$ cat src/rtl/tpc_pkg.sv
// ----------------------------------------------------------------------------
// tpc_pkg
// Shared widths and the command and status bundles of the twin prime counter.
// ----------------------------------------------------------------------------
package tpc_pkg;

  localparam int VALUE_BITS = 32;
  localparam int VAL_W      = (VALUE_BITS < 32) ? VALUE_BITS : 32;
  localparam int DIV_W      = VAL_W / 2 + 1;
  localparam int SQ_W       = 2 * DIV_W;
  localparam int BIT_W      = $clog2(VAL_W);
  localparam int COUNT_W    = 32;

  typedef struct packed {
    logic ready;
    logic div_start;
    logic div_step;
    logic next_div;
    logic finish;
    logic prime;
  } cmd_t;

  typedef struct packed {
    logic in_valid;
    logic below_two;
    logic is_two;
    logic even;
    logic sq_gt;
    logic last_bit;
    logic rem_zero;
    logic out_free;
  } stat_t;

endpackage

$ cat src/rtl/tpc_in_if.sv
// ----------------------------------------------------------------------------
// tpc_in_if
// Candidate channel: one word is a number to test and a restart flag.
// ----------------------------------------------------------------------------
interface tpc_in_if;
  logic        valid;
  logic        ready;
  logic [31:0] candidate;
  logic        restart;

  modport source (output valid, output candidate, output restart, input ready);
  modport sink   (input valid, input candidate, input restart, output ready);
endinterface

$ cat src/rtl/tpc_out_if.sv
// ----------------------------------------------------------------------------
// tpc_out_if
// Result channel: prime flag, twin flag and running pair count per word.
// ----------------------------------------------------------------------------
interface tpc_out_if;
  logic        valid;
  logic        ready;
  logic        is_prime;
  logic        twin_found;
  logic [31:0] pair_total;

  modport source (output valid, output is_prime, output twin_found, output pair_total,
                  input ready);
  modport sink   (input valid, input is_prime, input twin_found, input pair_total,
                  output ready);
endinterface

$ cat src/rtl/tpc_ctrl.sv
// ----------------------------------------------------------------------------
// tpc_ctrl
// Sequencer for the trial division: classify, square check, bit-serial
// remainder, divisor advance, result hand-off.
// ----------------------------------------------------------------------------
module tpc_ctrl (
  input  logic           clk,
  input  logic           rst,
  input  tpc_pkg::stat_t stat,
  output tpc_pkg::cmd_t  cmd
);

  typedef enum logic [2:0] {
    IDLE,
    CLASSIFY,
    CHECK,
    DIVIDE,
    TEST,
    HOLD
  } state_t;

  state_t state;
  logic   verdict;

  always_ff @(posedge clk) begin
    if (rst) begin
      state   <= IDLE;
      verdict <= 1'b0;
    end else begin
      case (state)
        IDLE: begin
          if (stat.in_valid) state <= CLASSIFY;
        end
        CLASSIFY: begin
          if (stat.below_two) begin
            verdict <= 1'b0;
            state   <= HOLD;
          end else if (stat.is_two) begin
            verdict <= 1'b1;
            state   <= HOLD;
          end else if (stat.even) begin
            verdict <= 1'b0;
            state   <= HOLD;
          end else begin
            state <= CHECK;
          end
        end
        CHECK: begin
          if (stat.sq_gt) begin
            verdict <= 1'b1;
            state   <= HOLD;
          end else begin
            state <= DIVIDE;
          end
        end
        DIVIDE: begin
          if (stat.last_bit) state <= TEST;
        end
        TEST: begin
          if (stat.rem_zero) begin
            verdict <= 1'b0;
            state   <= HOLD;
          end else begin
            state <= CHECK;
          end
        end
        HOLD: begin
          if (stat.out_free) state <= IDLE;
        end
        default: state <= IDLE;
      endcase
    end
  end

  always_comb begin
    cmd           = '0;
    cmd.ready     = (state == IDLE);
    cmd.div_start = (state == CHECK) && !stat.sq_gt;
    cmd.div_step  = (state == DIVIDE);
    cmd.next_div  = (state == TEST) && !stat.rem_zero;
    cmd.finish    = (state == HOLD) && stat.out_free;
    cmd.prime     = verdict;
  end

endmodule

$ cat src/rtl/tpc_dp.sv
// ----------------------------------------------------------------------------
// tpc_dp
// Datapath: candidate and divisor registers, running square, restoring
// remainder one bit per cycle, twin flag and saturating pair count.
// ----------------------------------------------------------------------------
module tpc_dp (
  input  logic           clk,
  input  logic           rst,
  input  tpc_pkg::cmd_t  cmd,
  output tpc_pkg::stat_t stat,
  tpc_in_if.sink         items,
  tpc_out_if.source      results
);

  logic [tpc_pkg::VAL_W-1:0]   value;
  logic                        restart_q;
  logic [tpc_pkg::DIV_W-1:0]   divisor;
  logic [tpc_pkg::SQ_W-1:0]    square;
  logic [tpc_pkg::DIV_W-1:0]   rem;
  logic [tpc_pkg::BIT_W-1:0]   bit_idx;
  logic [tpc_pkg::DIV_W:0]     shifted;
  logic [tpc_pkg::DIV_W:0]     diff;
  logic                        out_valid;
  logic                        out_prime;
  logic                        out_twin;
  logic [tpc_pkg::COUNT_W-1:0] out_total;
  logic                        prev_prime;
  logic [tpc_pkg::COUNT_W-1:0] pair_count;
  logic                        prev_eff;
  logic [tpc_pkg::COUNT_W-1:0] count_eff;
  logic                        twin;
  logic [tpc_pkg::COUNT_W-1:0] count_next;
  logic                        load;

  assign load        = cmd.ready && items.valid;
  assign items.ready = cmd.ready;

  assign shifted = {rem, value[bit_idx]};
  assign diff    = shifted - {1'b0, divisor};

  assign prev_eff   = restart_q ? 1'b0 : prev_prime;
  assign count_eff  = restart_q ? '0 : pair_count;
  assign twin       = prev_eff && cmd.prime;
  assign count_next = (twin && (count_eff != '1)) ? count_eff + 1'b1 : count_eff;

  always_comb begin
    stat           = '0;
    stat.in_valid  = items.valid;
    stat.below_two = (value < tpc_pkg::VAL_W'(2));
    stat.is_two    = (value == tpc_pkg::VAL_W'(2));
    stat.even      = !value[0];
    stat.sq_gt     = (square > tpc_pkg::SQ_W'(value));
    stat.last_bit  = (bit_idx == '0);
    stat.rem_zero  = (rem == '0);
    stat.out_free  = !out_valid || results.ready;
  end

  // control state
  always_ff @(posedge clk) begin
    if (rst) begin
      out_valid  <= 1'b0;
      prev_prime <= 1'b0;
      pair_count <= '0;
      divisor    <= tpc_pkg::DIV_W'(3);
    end else begin
      if (cmd.finish) begin
        out_valid  <= 1'b1;
        prev_prime <= cmd.prime;
        pair_count <= count_next;
        divisor    <= tpc_pkg::DIV_W'(3);
      end else if (results.ready) begin
        out_valid <= 1'b0;
      end
      if (load) begin
        divisor <= tpc_pkg::DIV_W'(3);
      end else if (cmd.next_div) begin
        divisor <= divisor + tpc_pkg::DIV_W'(2);
      end
    end
  end

  // payload
  always_ff @(posedge clk) begin
    if (load) begin
      value     <= items.candidate[tpc_pkg::VAL_W-1:0];
      restart_q <= items.restart;
      square    <= tpc_pkg::SQ_W'(9);
    end else if (cmd.next_div) begin
      square <= square + tpc_pkg::SQ_W'({divisor, 2'b00}) + tpc_pkg::SQ_W'(4);
    end
    if (cmd.div_start) begin
      rem     <= '0;
      bit_idx <= tpc_pkg::BIT_W'(tpc_pkg::VAL_W - 1);
    end else if (cmd.div_step) begin
      rem     <= diff[tpc_pkg::DIV_W] ? shifted[tpc_pkg::DIV_W-1:0]
                                      : diff[tpc_pkg::DIV_W-1:0];
      bit_idx <= bit_idx - 1'b1;
    end
    if (cmd.finish) begin
      out_prime <= cmd.prime;
      out_twin  <= twin;
      out_total <= count_next;
    end
  end

  assign results.valid      = out_valid;
  assign results.is_prime   = out_prime;
  assign results.twin_found = out_twin;
  assign results.pair_total = out_total;

  a_finish_free: assert property (@(posedge clk) disable iff (rst)
    cmd.finish |-> (!out_valid || results.ready))
    else $error("result written over a word not yet taken");

  a_rem_below_div: assert property (@(posedge clk) disable iff (rst)
    cmd.div_step |=> (rem < divisor))
    else $error("remainder not below divisor");

  a_twin_prime: assert property (@(posedge clk) disable iff (rst)
    (results.valid && results.twin_found) |-> results.is_prime)
    else $error("twin flagged on a composite");

endmodule

$ cat src/rtl/twin_prime_counter_unit.sv
// ----------------------------------------------------------------------------
// twin_prime_counter_unit
// Trial-division primality test with twin-pair flag and saturating count.
// ----------------------------------------------------------------------------
// One word in, one word out. Values below two and even values other than two
// are settled in the classify step, without any division. An odd value n is
// divided by the odd divisors from 3 up while their square is at most n, so
// up to about sqrt(n) / 2 divisors are tried: each divisor needs one square
// check, a restoring remainder at one bit per cycle, and one remainder test.
// The result sits in an output register; the next candidate is taken once the
// previous result has been written there.
module twin_prime_counter_unit (
  input  logic      clk,
  input  logic      rst,
  tpc_in_if.sink    items,
  tpc_out_if.source results
);

  tpc_pkg::cmd_t  cmd;
  tpc_pkg::stat_t stat;

  tpc_ctrl u_ctrl (
    .clk  (clk),
    .rst  (rst),
    .stat (stat),
    .cmd  (cmd)
  );

  tpc_dp u_dp (
    .clk     (clk),
    .rst     (rst),
    .cmd     (cmd),
    .stat    (stat),
    .items   (items),
    .results (results)
  );

endmodule
$ cat src/flat_wrapper.sv
// flat-port wrapper written by rule: the top's interface ports become plain ports
module twin_prime_counter_unit_flat 
  (clk, rst, items_valid, items_candidate, items_restart, items_ready, results_valid, results_is_prime, results_twin_found, results_pair_total, results_ready);
  tpc_in_if items_i ();
  tpc_out_if results_i ();
  input  logic clk;
  input  logic rst;
  input wire logic [$bits(items_i.valid)-1:0] items_valid;
  input wire logic [$bits(items_i.candidate)-1:0] items_candidate;
  input wire logic [$bits(items_i.restart)-1:0] items_restart;
  output wire logic [$bits(items_i.ready)-1:0] items_ready;
  output wire logic [$bits(results_i.valid)-1:0] results_valid;
  output wire logic [$bits(results_i.is_prime)-1:0] results_is_prime;
  output wire logic [$bits(results_i.twin_found)-1:0] results_twin_found;
  output wire logic [$bits(results_i.pair_total)-1:0] results_pair_total;
  input wire logic [$bits(results_i.ready)-1:0] results_ready;
  assign items_i.valid = items_valid;
  assign items_i.candidate = items_candidate;
  assign items_i.restart = items_restart;
  assign items_ready = items_i.ready;
  assign results_valid = results_i.valid;
  assign results_is_prime = results_i.is_prime;
  assign results_twin_found = results_i.twin_found;
  assign results_pair_total = results_i.pair_total;
  assign results_i.ready = results_ready;
  twin_prime_counter_unit u_core (.clk(clk), .rst(rst), .items(items_i), .results(results_i));
endmodule
$ cat config.mk
export PLATFORM = sky130hd
export DESIGN_NAME = twin_prime_counter_unit_flat
export DESIGN_NICKNAME = d
export VERILOG_FILES = /design/src/rtl/tpc_pkg.sv /design/src/rtl/tpc_in_if.sv /design/src/rtl/tpc_out_if.sv /design/src/rtl/tpc_ctrl.sv /design/src/rtl/tpc_dp.sv /design/src/rtl/twin_prime_counter_unit.sv /design/src/flat_wrapper.sv
export SDC_FILE = /design/constraint.sdc
export NUM_CORES = 1
export LEC_CHECK = 0
export BUFFER_PORTS_ARGS = -buffer_cell sky130_fd_sc_hd__buf_2
export CAP_MARGIN = 20
export CORE_MARGIN = 2
export CORE_UTILIZATION = 60
export DETAILED_ROUTE_END_ITERATION = 10
export PLACE_DENSITY_LB_ADDON = 0.05
export SYNTH_ARGS = -nofsm -noshare
export SYNTH_HDL_FRONTEND = slang
export SYNTH_SLANG_ARGS = --single-unit
$ cat constraint.sdc
create_clock -name clk -period 5 [get_ports clk]
set_clock_uncertainty 0.15 [all_clocks]
set_input_delay 0.25 -clock clk [delete_from_list [all_inputs] [get_ports clk]]
set_output_delay 0.25 -clock clk [all_outputs]
set_load 0.02 [all_outputs]
==> reports/results.ini, run 1 <==
[status]
status = completed

[yosys]
synth_edf_count = 67
synth_area_sq_um = 10800
postSynthAreaPerCell_sq_um = 9.12
mappedNetlistNets = 1309
synth_ff_type = dfxtp_1
yosysSeqAreaShare = 0.388
yosysTopAreaCell = dfxtp_1
yosysTopAreaCellShare = 0.202
ys_types = 86
synthArstFlopShare = 0
synth_seq_cells = 176
synth_cells = 1186
ys_top_cells_by_area = dfxtp_1, edfxtp_1, ha_1, nor2_1, xnor2_1
yosysWarningCount = 0

[cts]
cts.clk_slew.worst_paths_ns = 0.07
cts_tree = yes
cts_setup_buffers = 0
clock_latency_ns = 0.44
clock_path_buffers = 2
cts_buffers = 17
cts_sinks = 176
htreeDepth = 4
cts-root-buf = clkbuf_16

[pwr]
swShare = 0.374
p_leak_uw = 0.00488
vdd_drop_max_mv = 0.303
net-switching-power_uw = 2000
combPwrFrac = 0.398
clockPowerShare = 0.239
power.density_nw_per_um2 = 438
p_seq_frac = 0.363
intPower_uw = 3350

[timing]
fmaxAchievable_ghz = 0.218
grt_setup_unrepaired = false
setup_viol = 0
relSlewSlack = 0.330
timing.hold.ws_ns = 0.103
finalHoldViolations = 0
tightest_slew_ns = 1.00
final_max_slew_viol_count = 0
setup_tns_ns = 0
period_share = 0.919
period_minus_slack_ns = 4.60

[routing]
drt-initial-drc-count = 491
drc = 0
post_drt_wl_per_cell_microns = 16.7
via_per_inst = 5.98
drt_wl_total_microns = 25300
vias = 9053
dr.pass1.iters = 5
ant_nets = 0

[floorplan]
die_w_microns = 138
coreArea_sq_um = 17800
die_h_microns = 138
initial_core_util = 0.607
fp-row-count = 49
num_io_pins = 73
die-area_sq_um = 19100

[placed_design]
placed_area_sq_um = 11300
portBuffers = 72
numPlacedInstances = 1448
dpl.hpwl_microns = 17800
finalWeightedCongestion = 0.920

[worst_setup_path]
worst_setup_path_start_kind = register
cp_top_family = compound AO/OA/AOI/OAI gates
worstReg2RegStart = u_core.u_dp.bit_idx[0]
cp.arrival_ns = 4.72
r2r-end = u_core.u_dp.rem[16]
cp_slowest_stage_delay_ns = 0.74
r2r_cells = 13
end_kind = register
path_class = register to register
cp_max_fo = 11
crit_buf_inv = 0
cp_slowest_cell = dfxtp_1
reg2reg_slack_ns = 0.40
path_cells = mux4_2 > mux4_2 > mux2i_1 > ha_1 > fa_1 > nor2b_1 > o31ai_1 > a211oi_1 > nor2_1 > o311a_1 > a21oi_1 > a2111oi_0 > a211oi_1
worstPathRequired_ns = 5.12

[global_routing]
grt_max_degree = 63
grt_first_pass_wirelength_microns = 42200
track_usage = 0.269
grt_pass1_vias = 8899
grt_overflow_total = 0
antenna_found_initial = 0

[final_layout]
final_cells = 1514
antennaDiodeCount = 0
area_growth_syn_to_layout_pct = 12.8
fill_cells = 1454
final_common_cell = nor2_1
final_cell_mix = nor2_1, dfxtp_1, nand2_1
layout.nets = 1395
drive_gt1_frac = 0.123
final_util = 0.684
fin_area_sq_um = 12200

[worst_hold_path]
min_from = items_valid
hold_depth = 4
hold_end = u_core.u_dp.square[3]
min_path_type = primary input to register

[flow_run]
drv_cap = 0

[routing by layer]
metal / GRT usage / vias up / wire (microns)
met2: 0.495 / 217 / 12800
met3: 0.0471 / 51 / 935
met5: 0 / - / 0
met1: 0.309 / 4260 / 10700
li1: - / 4525 / -
met4: 0.110 / 0 / 821
[synthesized netlist by cell type, types with 5 or more instances]
library cell and count:
a31oi_1 13, o21bai_1 6, o22ai_1 7, a22oi_1 8
nand2b_1 17, or2_2 5, o21a_1 10, o31ai_1 8
nand4_1 32, mux2i_1 13, buf_1 5, and2_1 6
nor2_1 119, a21oi_1 68, or4_1 5, ha_1 84
xor2_1 21, nor4_1 16, nand3_1 51, inv_1 67
nor3_1 29, and3_1 8, o211ai_1 6, or3_1 10
xnor2_1 46, mux4_2 10, a211oi_1 28, clkbuf_1 32
o21ai_0 59, o21ai_1 6, a211o_1 5, and4_1 8
dfxtp_1 109, a21o_1 14, nand2_1 91, nor2b_1 19
buf_6 5, edfxtp_1 67
[cell families (layout without fill, tap and decap cells)]
kind of cell,count (synthesis),in the layout,synth area share
adders and majority gates,86,86,0.101
muxes,27,27,0.0370
DFF,176,176,0.388
buffers and inverters,118,217,0.0456
xor gates and xnor gates,69,69,0.0583
AOI/OAI and AO/OA,270,270,0.160
and+or+nand+nor,440,440,0.211
[through the flow]
step / power [uW] / worst slack, ns
final: 5340 / 0.405
after detailed placement: 4030 / 0.475
after CTS: 5340 / 0.470
after floorplan: 3610 / 1.20
after global routing: 5690 / 0.0781
after global placement: 4000 / 0.523
[final cells by class]
cell class / instances / area [sq um] / area share
clock buffers: 20 / 447 / 0.0366
inverters: 70 / 263 / 0.0215
repair buffers: 115 / 768 / 0.0629
flip-flops and latches: 176 / 4190 / 0.344
multi-input cells: 892 / 6140 / 0.503
clock inverters: 12 / 111 / 0.00912
well taps: 229 / 287 / 0.0235
[power by group through the flow]
stage / logic [uW] / clock network, uW / registers (uW)
2_1_floorplan: 1740 / 0 / 1860
3_3_place_gp: 2050 / 0 / 1950
3_5_place_dp: 2060 / 0 / 1960
4_1_cts: 2110 / 1290 / 1930
5_1_grt: 2360 / 1360 / 1960
6_report: 2130 / 1280 / 1940
[state kept, by name (all words and copies together), names as in the netlist]
signal and count:
u_core.u_dp.prev_prime 1, u_core.u_dp.rem 17, u_core.u_dp.square 32, u_core.u_dp.pair_count 32, u_core.u_dp.results.is_prime 1, u_core.u_ctrl.verdict 1
u_core.u_dp.bit_idx 5, u_core.u_dp.restart_q 1, u_core.u_dp.results.valid 1, u_core.u_ctrl.state 3, u_core.u_dp.divisor 17, u_core.u_dp.results.pair_total 32
u_core.u_dp.results.twin_found 1, u_core.u_dp.value 32
[tightest hold or removal path: stages]
cell and delay (ns):
buf_2 0.09, nand2_1 0.04, buf_4 0.19, nand3_1 0.08
[repair_timing]
item	CTS	global route
hold endpoints to repair	34	0
gates resized for setup	0	0
hold buffers	34	0
setup endpoints to repair	0	0
[worst max path at each step]
stage                                       from                  end  slack (ns)  cells past startpoint
after floorplan           u_core.u_dp.bit_idx[0]  u_core.u_dp.rem[16]        1.20                     14
after CTS                 u_core.u_dp.bit_idx[0]  u_core.u_dp.rem[16]        0.47                     13
after global placement    u_core.u_dp.bit_idx[0]  u_core.u_dp.rem[16]        0.52                     13
after detailed placement  u_core.u_dp.bit_idx[0]  u_core.u_dp.rem[16]        0.48                     13
after global routing      u_core.u_dp.bit_idx[0]  u_core.u_dp.rem[16]        0.08                     13
final                     u_core.u_dp.bit_idx[0]  u_core.u_dp.rem[16]        0.40                     13
No activity file was read; power rests on OpenSTA's default activity.
==> inputs of run 2 (changes only) <==
--- a/config.mk
+++ b/config.mk
@@ -7,10 +7,12 @@
 export LEC_CHECK = 0
 export BUFFER_PORTS_ARGS = -buffer_cell sky130_fd_sc_hd__buf_2
 export CAP_MARGIN = 20
+export CORE_ASPECT_RATIO = 1.75
 export CORE_MARGIN = 2
 export CORE_UTILIZATION = 60
 export DETAILED_ROUTE_END_ITERATION = 10
 export PLACE_DENSITY_LB_ADDON = 0.05
+export SKIP_LAST_GASP = 1
 export SYNTH_ARGS = -nofsm -noshare
 export SYNTH_HDL_FRONTEND = slang
 export SYNTH_SLANG_ARGS = --single-unit
==> reports/results.ini, run 2 (synthesized netlist as in run 1, its figures left out) <==
[final_layout]
antennaDiodeCount = 0  ; unchanged
layout.nets = 1397  ; +0.14%
final_common_cell = nor2_1
area_growth_syn_to_layout_pct = 13.1
final_cell_mix = nor2_1, dfxtp_1, nand2_1
drive_gt1_frac = 0.126  ; +0.00292

[worst_setup_path]
worst_setup_path_start_kind = register
path_class = register to register
reg2reg_slack_ns = 0.54  ; +0.13 ns
worstPathRequired_ns = 5.12  ; about the same
r2r-end = u_core.u_dp.rem[16]
cp-startpoint = u_core.u_dp.bit_idx[0]
cp_max_fo = 11  ; unchanged
worstReg2RegStart = u_core.u_dp.bit_idx[0]
end_kind = register
cp.arrival_ns = 4.58  ; -0.14 ns
r2r_cells = 14  ; +1

[placed_design]
portBuffers = 72  ; unchanged
post-place-ws_ns = 0.506  ; +0.0309 ns
dpl.hpwl_microns = 19800  ; +11%
finalWeightedCongestion = 0.956  ; +4.0%

[routing]
via_per_inst = 6.05  ; +1.2%
drt-initial-drc-count = 408  ; -17%
ant_nets = 0  ; unchanged
post_drt_wl_per_cell_microns = 17.8  ; +6.3%
dr.pass1.iters = 4  ; -1
drc = 0  ; unchanged
vias = 9204  ; +1.7%
drt_wl_total_microns = 27100  ; +6.8%

[cts]
clock_path_buffers = 2  ; unchanged
clock_latency_ns = 0.44  ; about the same
cts_tree = yes
cts.clk_slew.worst_paths_ns = 0.07  ; about the same
cts_buffers = 17  ; unchanged
htreeDepth = 4  ; unchanged
cts-root-buf = clkbuf_16
cts_sinks = 176  ; unchanged

[flow_run]
drv_cap = 0  ; unchanged

[floorplan]
die_h_microns = 182  ; +31%
die_w_microns = 106  ; -24%
initial_core_util = 0.605  ; -0.00174
coreArea_sq_um = 17900  ; +0.29%
fp-row-count = 65  ; +33%
num_io_pins = 73  ; unchanged
die-area_sq_um = 19200  ; +0.22%

[timing]
timing.final.ws_setup_ns = 0.537  ; +0.132 ns
period_minus_slack_ns = 4.46  ; -0.132 ns
period_share = 0.893  ; -0.0264
relSlewSlack = 0.333  ; +0.00263
tightest_slew_ns = 0.997  ; -0.00392 ns
setup_viol = 0  ; unchanged
setup_tns_ns = 0  ; unchanged
final_max_slew_viol_count = 0  ; unchanged
grt_setup_unrepaired = false
finalHoldViolations = 0  ; unchanged
fmaxAchievable_ghz = 0.224  ; +3.0%

[worst_hold_path]
min_path_type = primary input to register
min_from = results_ready
hold_depth = 3  ; -1
hold_end = u_core.u_dp.results.valid

[global_routing]
antenna_found_initial = 0  ; unchanged
track_usage = 0.292  ; +0.0229
grt_first_pass_wirelength_microns = 44200  ; +4.7%
grt_pass1_vias = 9204  ; +3.4%
grt_overflow_total = 0  ; unchanged
grt_max_degree = 53  ; -16%

[status]
status = completed

[pwr]
vdd_drop_max_mv = 0.342  ; +13%
p_leak_uw = 0.00491  ; +0.63%
power.density_nw_per_um2 = 442  ; +0.90%

run 2: critical path: stages (launching register included):
cell       delay, ns
dfxtp_1         0.76
mux4_2          0.61
mux4_2          0.50
mux2i_1         0.23
ha_1            0.23
fa_1            0.21
nor2b_1         0.06
o31ai_1         0.23
buf_4           0.18
a211oi_1        0.12
nor2_1          0.26
o311a_1         0.22
a21oi_1         0.06
a2111oi_0       0.39
a211oi_1        0.09
run 2: worst max path at each step:
stage / endpoint / cells past startpoint
floorplan: u_core.u_dp.rem[16] / 14
detailed placement: u_core.u_dp.rem[16] / 14
finish: u_core.u_dp.rem[16] / 14
CTS: u_core.u_dp.rem[16] / 14
global placement: u_core.u_dp.rem[16] / 14
global route: u_core.u_dp.rem[16] / 14
run 2: power by group:
group | leakage [uW] | internal (uW) | switching (uW)
clock | 0.000286 | 717 | 571
combinational | 0.00308 | 952 | 1230
sequential | 0.00155 | 1710 | 233
run 2: what timing repair did:
| item | in CTS | in global routing |
|---|---|---|
| buffers inserted | 0 | 0 |
| hold buffers | 33 | 0 |
| endpoints found under the hold margin | 33 | 0 |
| gates resized for setup | 0 | 0 |
run 2: layout make-up:
| class | count | area, sq um |
|---|---|---|
| inverters | 70 | 263 |
| well taps | 234 | 293 |
| clock buffers | 23 | 502 |
| multi-input cells | 892 | 6140 |
| flip-flops and latches | 176 | 4190 |
| fillers | 1523 | 5650 |
| repair buffers | 117 | 781 |
| clock inverters | 9 | 70.1 |
run 2: per-layer routing:
metal | global-route usage | share of wire | vias up
li1 | - | - | 4532
met1 | 0.287 | 0.36 | 4319
met2 | 0.553 | 0.54 | 255
met3 | 0.0441 | 0.038 | 98
met4 | 0.194 | 0.067 | 0
met5 | 0 | 0 | -
run 2: stage by stage:
step	power [uW]	cells	util	hold slack [ns]	area [sq um]
after detailed placement	4100	1456	0.634	0.278	11300
final	5410	1521	0.684	0.0894	12200
after global routing	5740	1521	0.684	0.0807	12200
after floorplan	3610	1186	-	0.199	10800
after global placement	4060	1456	0.634	0.276	11300
after CTS	5410	1521	0.684	0.0734	12200
